$ cat src/rtl/ncm_pkg.sv
package ncm_pkg;

  localparam int CMD_W = 2;
  localparam logic [CMD_W-1:0] CMD_WRITE     = 2'd0;
  localparam logic [CMD_W-1:0] CMD_QUERY     = 2'd1;
  localparam logic [CMD_W-1:0] CMD_THRESHOLD = 2'd2;
  localparam logic [CMD_W-1:0] CMD_NOP       = 2'd3;

  localparam int CFG_ADDR_W = 1;
  localparam logic [CFG_ADDR_W-1:0] REG_CLUSTER_COUNT = 1'd0;
  localparam logic [CFG_ADDR_W-1:0] REG_FEATURE_COUNT = 1'd1;
  localparam int CFG_DATA_W = 5;

  localparam int DIST_W = 18;
  localparam int RES_KIND_QUERY     = 0;
  localparam int RES_KIND_THRESHOLD = 1;

  // controller -> datapath commands
  typedef struct packed {
    logic clear_step; // zero one centroid entry after reset
    logic start;      // latch input transaction, begin element
    logic acc_step;   // process one cluster (read data valid)
    logic row_finish; // accumulation done; starts the result phase if one is due
    logic sqrt_start;
    logic sqrt_step;
    logic out_load;
  } ncm_cmd_t;

  // datapath -> controller status
  typedef struct packed {
    logic clear_done;
    logic last_cluster;
    logic need_result;
    logic sqrt_done;
  } ncm_sts_t;

endpackage

$ cat src/rtl/ncm_ctrl.sv
module ncm_ctrl (
  input  logic              clk,
  input  logic              rst_n,
  input  logic              in_valid,
  output logic              in_ready,
  input  logic              out_busy,
  output ncm_pkg::ncm_cmd_t cmd,
  input  ncm_pkg::ncm_sts_t sts
);
  import ncm_pkg::*;

  typedef enum logic [6:0] {
    ST_CLEAR = 7'b0000001,
    ST_IDLE  = 7'b0000010,
    ST_READ  = 7'b0000100,
    ST_ACC   = 7'b0001000,
    ST_SQRT  = 7'b0010000,
    ST_OUT   = 7'b0100000,
    ST_WAIT  = 7'b1000000
  } state_t;

  state_t state_r, state_nxt;

  always_comb begin
    state_nxt = state_r;
    cmd = '0;
    in_ready = 1'b0;
    unique case (state_r)
      ST_CLEAR: begin
        cmd.clear_step = 1'b1;
        if (sts.clear_done) begin
          state_nxt = ST_IDLE;
        end
      end
      ST_IDLE: begin
        in_ready = 1'b1;
        if (in_valid) begin
          cmd.start = 1'b1;
          state_nxt = ST_READ;
        end
      end
      ST_READ: state_nxt = ST_ACC;
      ST_ACC: begin
        cmd.acc_step = 1'b1;
        if (sts.last_cluster) begin
          cmd.row_finish = 1'b1;
          if (sts.need_result) begin
            state_nxt = ST_SQRT;
          end else begin
            state_nxt = ST_IDLE;
          end
        end
      end
      ST_SQRT: begin
        cmd.sqrt_step = 1'b1;
        if (sts.sqrt_done) begin
          state_nxt = ST_WAIT;
        end
      end
      ST_WAIT: begin
        if (!out_busy) begin
          cmd.out_load = 1'b1;
          state_nxt = ST_OUT;
        end
      end
      ST_OUT: state_nxt = ST_IDLE;
      default: state_nxt = ST_IDLE;
    endcase
    cmd.sqrt_start = cmd.row_finish && sts.need_result;
  end

  always_ff @(posedge clk) begin
    if (!rst_n) begin
      state_r <= ST_CLEAR;
    end else begin
      state_r <= state_nxt;
    end
  end
endmodule

$ cat config.mk
export PLATFORM = sky130hd
export DESIGN_NAME = ncm_ctrl
export DESIGN_NICKNAME = d
export VERILOG_FILES = /design/src/rtl/ncm_pkg.sv /design/src/rtl/ncm_ctrl.sv
export SDC_FILE = /design/constraint.sdc
export NUM_CORES = 1
export LEC_CHECK = 0
export ABC_AREA = 1
export BUFFER_PORTS_ARGS = -buffer_cell sky130_fd_sc_hd__buf_2
export CORE_AREA = 2 2 39 41
export DETAILED_ROUTE_END_ITERATION = 8
export DIE_AREA = 0 0 41 43
export GPL_ROUTABILITY_DRIVEN = 0
export SYNTH_ARGS = -nofsm -noshare
export SYNTH_HDL_FRONTEND = slang
export SYNTH_SLANG_ARGS = --single-unit
$ cat constraint.sdc
create_clock -name clk -period 2.3 [get_ports clk]
set_input_delay 0.115 -clock clk [delete_from_list [all_inputs] [get_ports clk]]
set_output_delay 0.115 -clock clk [all_outputs]
set_load 0.02 [all_outputs]
==> results of run 1 <==
## kinds of logic (layout without fill, tap and decap cells)
family	count (synthesis)	count (layout)	synth area share [%]
DFF	7	7	27.9
AOI/OAI and AO/OA	4	4	5.49
buffers and inverters	21	40	15.7
and+or+nand+nor	46	46	50.9
## cell usage in the layout, fill, tap and decap left out, types with 2 or more instances in the layout
master,count
a21oi_2,2
nand3_1,4
a21oi_1,2
inv_2,3
nand2_2,5
nor2_4,2
nand2_1,11
nor2_1,12
inv_1,18
nor3_1,4
buf_2,15
nand3_2,2
dfxtp_1,7
nor2_2,3
clkbuf_4,3
## synthesized netlist by cell type
| cell type | n | area share, % |
|---|---|---|
| dfxtp_1 | 7 | 28 |
| nor3_2 | 1 | 2.0 |
| nand2_1 | 11 | 8.2 |
| nand3b_4 | 1 | 4.0 |
| a21oi_2 | 2 | 3.5 |
| nor2_4 | 2 | 4.5 |
| nor2_2 | 3 | 3.7 |
| nor3_1 | 4 | 4.0 |
| nand3_1 | 4 | 4.0 |
| nand2_2 | 5 | 6.2 |
| inv_1 | 18 | 13 |
| nand4_1 | 1 | 1.2 |
| a21oi_1 | 2 | 2.0 |
| nor2_1 | 12 | 9.0 |
| nand3_2 | 2 | 4.0 |
| inv_2 | 3 | 2.2 |
## per-layer routing
layer | GRT usage [%] | vias to the layer above | wire [um]
met4 | 10.0 | 0 | 29
met5 | 0 | - | 0
met1 | 17.4 | 215 | 478
met3 | 3.66 | 4 | 60
li1 | - | 273 | -
met2 | 23.1 | 16 | 485
## final cells by class
class / instances / area share [%]
clock buffers: 4 / 4.22
inverters: 21 / 12.7
multi-input cells: 50 / 45.4
flip-flops and latches: 7 / 22.5
well taps: 16 / 3.21
repair buffers: 15 / 12.0
## through the flow
stage	cell area [sq um]	setup slack, ps	instances	power, mW
2_1_floorplan	502	906	78	0.170
3_3_place_gp	597	987	109	0.187
3_5_place_dp	597	976	109	0.187
4_1_cts	623	697	113	0.299
5_1_grt	623	567	113	0.310
6_report	623	705	113	0.295
## worst register-to-register path, delay by kind of cell, from the launching register on
family / cells / cell delay [ps]
AOI/OAI and AO/OA: 1 / 60
and+or+nand+nor: 5 / 730
DFF: 1 / 320
## power breakdown
group	internal, mW	total (mW)	switching, mW
Combinational	0.0208	0.0553	0.0344
Sequential	0.126	0.129	0.00353
Clock	0.0662	0.111	0.0447
## worst max path at each step
stage / slack [ps] / from / endpoint
after floorplan: 910 / state_r[6] / cmd[5]
after global placement: 990 / state_r[0] / cmd[0]
after detailed placement: 980 / state_r[0] / cmd[0]
after CTS: 700 / state_r[0] / cmd[0]
after global routing: 570 / state_r[0] / cmd[0]
final: 700 / state_r[0] / cmd[0]
==> results.py, run 1 <==
metrics = {
    "outcome": {
        "run_status": "finished, final reports clean",
    },
    "yosys": {
        "syn_nets": 86,
        "syn_avg_cell_area_sq_um": 6.43,
        "yosys_warnings": 0,
        "synthCells": 78,
        "syn-cell-area_sq_um": 502,
        "seq_area_frac_synth_pct": 27.9,
        "ys_types": 16,
        "ys_ff_latch": 7,
    },
    "final_layout": {
        "largest-register": "state_r",
        "largest_reg_flops": 7,
        "area_delta_synth_final_pct": 24.2,
        "multi_input_area_sq_um": 283,
        "fillers": 156,
        "antennaDiodeCount": 0,
        "final_nets": 106,
        "regArea_sq_um": 140,
        "reg.largest.list": "state_r x7",
        "drive_gt1_share_pct": 38.1,
        "final_util_pct": 45.0,
    },
    "die": {
        "coreArea_sq_um": 1380,
        "die_w_um": 41,
        "start_util_pct": 36.3,
        "ios": 16,
        "rows": 14,
        "fp.dieArea_sq_um": 1760,
        "fp.dieH_um": 43,
    },
    "worst_setup_path": {
        "cp_max_fo": 3,
        "crit_path_cell_trace": "nor2_2 -> nand2_2 -> nor3_1 -> inv_1 -> nor2_1 -> buf_2",
        "max_stage_delay_ps": 320,
        "path_class": "flip-flop to output pin",
        "critPathTopFamily": "simple AND/OR/NAND/NOR gates",
        "path_buf_inv": 2,
        "r2r_start": "state_r[0]",
        "r2r_slack_ps": 1090,
        "cp_data_arrival_time_ps": 1480,
        "cp.required_ps": 2180,
        "ff2ff_path_depth": 6,
        "critPathLaunchType": "flip-flop",
        "cp.depth": 6,
        "end_kind": "output pin",
        "cp_slowest_cell": "dfxtp_1",
        "r2r-end": "state_r[1]",
    },
    "hold_path": {
        "holdPathStages": 2,
        "hp-start": "rst_n",
        "hold_class": "input port to flip-flop",
        "hold_end": "state_r[0]",
    },
    "global_route": {
        "grt-ovfl-total": 0,
        "grt_pass1_vias": 445,
        "antenna_found_initial": 0,
        "grt_pass1_wl_um": 1770,
        "grt_max_degree": 6,
        "grt_usage_pct": 15.1,
    },
    "pwr": {
        "p_leak_nw": 0.350,
        "p_per_area_nw_per_um2": 474,
        "ir_drop_uv": 149,
    },
    "drt": {
        "antenna_left": 0,
        "drc": 0,
        "drtIter0Drc": 7,
        "firstDrtPassIters": 2,
        "wl_per_cell_um": 9.33,
        "wl_um": 1050,
        "vias": 508,
        "vias_per_cell": 4.50,
    },
    "clocking": {
        "holdBufCountCts": 0,
        "post_cts_resize_count": 0,
        "htreeDepth": 1,
        "root_buffer": "clkbuf_4",
        "clock_latency_ps": 250,
        "cts_tree": "yes",
        "clock-sinks": 7,
        "cts_setup_buffers": 0,
        "cts_buffer_depth": 2,
        "cts_buffers": 3,
        "clk_pin_slew_ps": 50,
    },
    "timing": {
        "finClkSkew_ps": 3.70,
        "fmax_ghz": 0.627,
        "hold_ws_ps": 55.6,
        "setup_viol": 0,
        "setup_tns_ps": 0,
        "rsz0062_at_grt": "no",
        "slew_headroom_pct": 79.7,
        "finalCritPeriodShare_pct": 69.4,
        "hold_viol": 0,
        "tightest_slew_ps": 302,
        "finalCriticalPeriod_ps": 1600,
        "final_max_slew_viol_count": 0,
    },
    "placement": {
        "numPortBuffers": 15,
        "place.detailed.hpwl_um": 914,
    },
    "run": {
        "drv_cap": 0,
    },
}
Power figures use the tool's default switching activity.
==> run 2: changes to the inputs <==
--- a/config.mk
+++ b/config.mk
@@ -5,12 +5,13 @@
 export SDC_FILE = /design/constraint.sdc
 export NUM_CORES = 1
 export LEC_CHECK = 0
-export ABC_AREA = 1
+export ABC_AREA = 0
 export BUFFER_PORTS_ARGS = -buffer_cell sky130_fd_sc_hd__buf_2
 export CORE_AREA = 2 2 39 41
 export DETAILED_ROUTE_END_ITERATION = 8
 export DIE_AREA = 0 0 41 43
 export GPL_ROUTABILITY_DRIVEN = 0
+export PLACE_DENSITY = 0.66
 export SYNTH_ARGS = -nofsm -noshare
 export SYNTH_HDL_FRONTEND = slang
 export SYNTH_SLANG_ARGS = --single-unit
==> constraint.sdc (replaced) <==
create_clock -name clk -period 1.3 [get_ports clk]
set_input_delay 0.065 -clock clk [delete_from_list [all_inputs] [get_ports clk]]
set_output_delay 0.065 -clock clk [all_outputs]
set_load 0.02 [all_outputs]
==> results.py, run 2 <==
metrics = {
    "drt": {
        "vias": 618,
        "drtIter0Drc": 9,
        "firstDrtPassIters": 3,
        "drc": 0,
        "vias_per_cell": 5.33,
        "wl_per_cell_um": 13.8,
        "wl_um": 1610,
        "antenna_left": 0,
    },
    "timing": {
        "setup_viol": 13,
        "finalCritPeriodShare_pct": 120,
        "setup_ws_ps": -254,
        "rsz0062_at_grt": "yes",
        "slew_headroom_pct": 66.8,
        "finalCriticalPeriod_ps": 1550,
        "finClkSkew_ps": 8.21,
        "hold_ws_ps": 48.7,
        "setup_tns_ps": -2300,
        "tightest_slew_ps": 494,
        "fmax_ghz": 0.643,
        "final_max_slew_viol_count": 0,
        "hold_viol": 0,
    },
    "yosys": {
        "synthTopCellsByArea": "dfxtp_1 27%, nor4b_1 6.8%, buf_6 6.5%",
        "syn_avg_cell_area_sq_um": 8.93,
        "yosys_warnings": 0,
        "ys_ff_latch": 7,
        "syn-cell-area_sq_um": 518,
        "seq_area_frac_synth_pct": 27.1,
        "ys_types": 29,
        "async_flop_share_pct": 0,
        "synthCells": 58,
        "synth_flop_cell": "dfxtp_1",
        "synth_top_cell_area_share_pct": 27.1,
        "syn_nets": 66,
        "yosysMostFrequentCell": "dfxtp_1",
        "yosys-top-cells-count": "7 x dfxtp_1, 5 x nand2_1, 4 x nor2_1, 4 x nor3b_1, 4 x nor4b_1",
        "synth_area_leader_cell": "dfxtp_1",
        "synth_edf_count": 0,
    },
    "final_layout": {
        "final_cell_mix": "22 x buf_4, 12 x buf_6, 7 x buf_2",
        "fillers": 110,
        "regArea_sq_um": 150,
        "area_delta_synth_final_pct": 82.6,
        "largest-register": "state_r",
        "multi_input_area_sq_um": 403,
        "final_nets": 109,
        "reg.largest.list": "state_r x7",
        "antennaDiodeCount": 0,
        "drive_gt1_share_pct": 67.0,
        "final_common_cell": "buf_4",
        "largest_reg_flops": 7,
    },
    "global_route": {
        "busiest_layer": "met2",
        "grt_pass1_wl_um": 2480,
        "grt_util_met2_pct": 34.7,
        "antenna_found_initial": 0,
        "grt_usage_pct": 21.7,
        "met3_usage_pct": 4.71,
        "grt-ovfl-total": 0,
        "grt_max_degree": 10,
        "grt_pass1_vias": 568,
        "met1_usage_pct": 25.1,
    },
    "clocking": {
        "root_buffer": "clkbuf_4",
        "clock-sinks": 7,
        "htreeDepth": 1,
        "cts_buffer_depth": 2,
        "clock_latency_ps": 270,
        "cts_tree": "yes",
        "cts_buffers": 3,
        "clk_pin_slew_ps": 60,
    },
    "placement": {
        "place.detailed.hpwl_um": 994,
        "numPortBuffers": 15,
    },
    "pwr": {
        "p_leak_nw": 0.426,
        "ir_drop_uv": 538,
        "power.total_uw": 651,
        "p_per_area_nw_per_um2": 688,
    },
    "outcome": {
        "violations": "setup timing",
        "run_status": "finished, violations left",
    },
    "die": {
        "rows": 14,
        "start_util_pct": 37.4,
        "ios": 16,
        "coreArea_sq_um": 1380,
        "fp.dieArea_sq_um": 1760,
        "fp.dieH_um": 43,
        "die_w_um": 41,
    },
    "worst_setup_path": {
        "cp_max_fo": 4,
        "cp.required_ps": 1240,
        "path_class": "flip-flop to output pin",
        "critPathLaunchType": "flip-flop",
        "end_kind": "output pin",
        "cp_data_arrival_time_ps": 1490,
    },
    "run": {
        "drv_cap": 0,
    },
    "hold_path": {
        "hold_class": "input port to flip-flop",
    },
}
## run 2: cell count changes after synthesis, sizes merged, moves of 3 or more
cell   before  now
nand3       6    2
nor3b       0    5
nand2      16    5
nor4b       0    4
buf         0    3
and3        0    3
inv        21    3
nor2       17    5
a21oi       4    1
## run 2: worst paths after layout
check | slack (ps) | startpoint | to | cells past startpoint
worst max-delay path | -250 | state_r[5] | cmd[2] | 4
worst min-delay path | 50 | rst_n | state_r[0] | 2
worst max register to register | -160 | state_r[5] | state_r[4] | 6
worst min register to register | 550 | state_r[4] | state_r[4] | 2
## run 2: area by class of cell
cell class	instances	area share, %
multi-input cells	45	42.6
flip-flops and latches	7	15.9
clock buffers	4	2.78
well taps	16	2.12
inverters	3	1.19
repair buffers	41	35.4
## run 2: kinds of logic after synthesis
kind of cell	after synthesis	share of synthesized area, %
buffers and inverters	6	8.70
AO/OA/AOI/OAI	8	11.8
AND/OR/NAND/NOR	36	50.7
flip-flops	7	27.1
XOR/XNOR	1	1.69
## run 2: what timing repair did
item | CTS | global route
hold buffers | 0 | 0
buffers inserted | 9 | 6
pin swaps | 7 | 2
gates resized for setup | 29 | 7
setup endpoints to repair | 13 | 13
## run 2: per-stage QoR
stage | area [sq um] | setup WS, ps | instances | util [%]
after floorplan | 544 | -64.9 | 58 | -
after CTS | 881 | -248 | 111 | 63.7
after global routing | 946 | -326 | 116 | 68.4
final | 946 | -254 | 116 | 68.4
after detailed placement | 711 | -108 | 100 | 51.4
after global placement | 711 | -84.7 | 100 | 51.4
## run 2: power by group
| group | total [mW] | switching [mW] | internal [mW] |
|---|---|---|---|
| Sequential | 0.231 | 0.0115 | 0.220 |
| Combinational | 0.200 | 0.0837 | 0.117 |
| Clock | 0.219 | 0.101 | 0.118 |
| Total | 0.651 | 0.196 | 0.455 |
## run 2: worst max-delay path, cell delays in order, from the launching register on
cell and delay [ps]:
dfxtp_4 360, nor4_4 300, and3_4 260, and3_4 190
buf_6 110
## run 2: routing by layer
metal	up-vias	routed length (um)
met2	8	890
li1	300	-
met4	0	32
met3	4	37
met5	-	0
met1	306	646
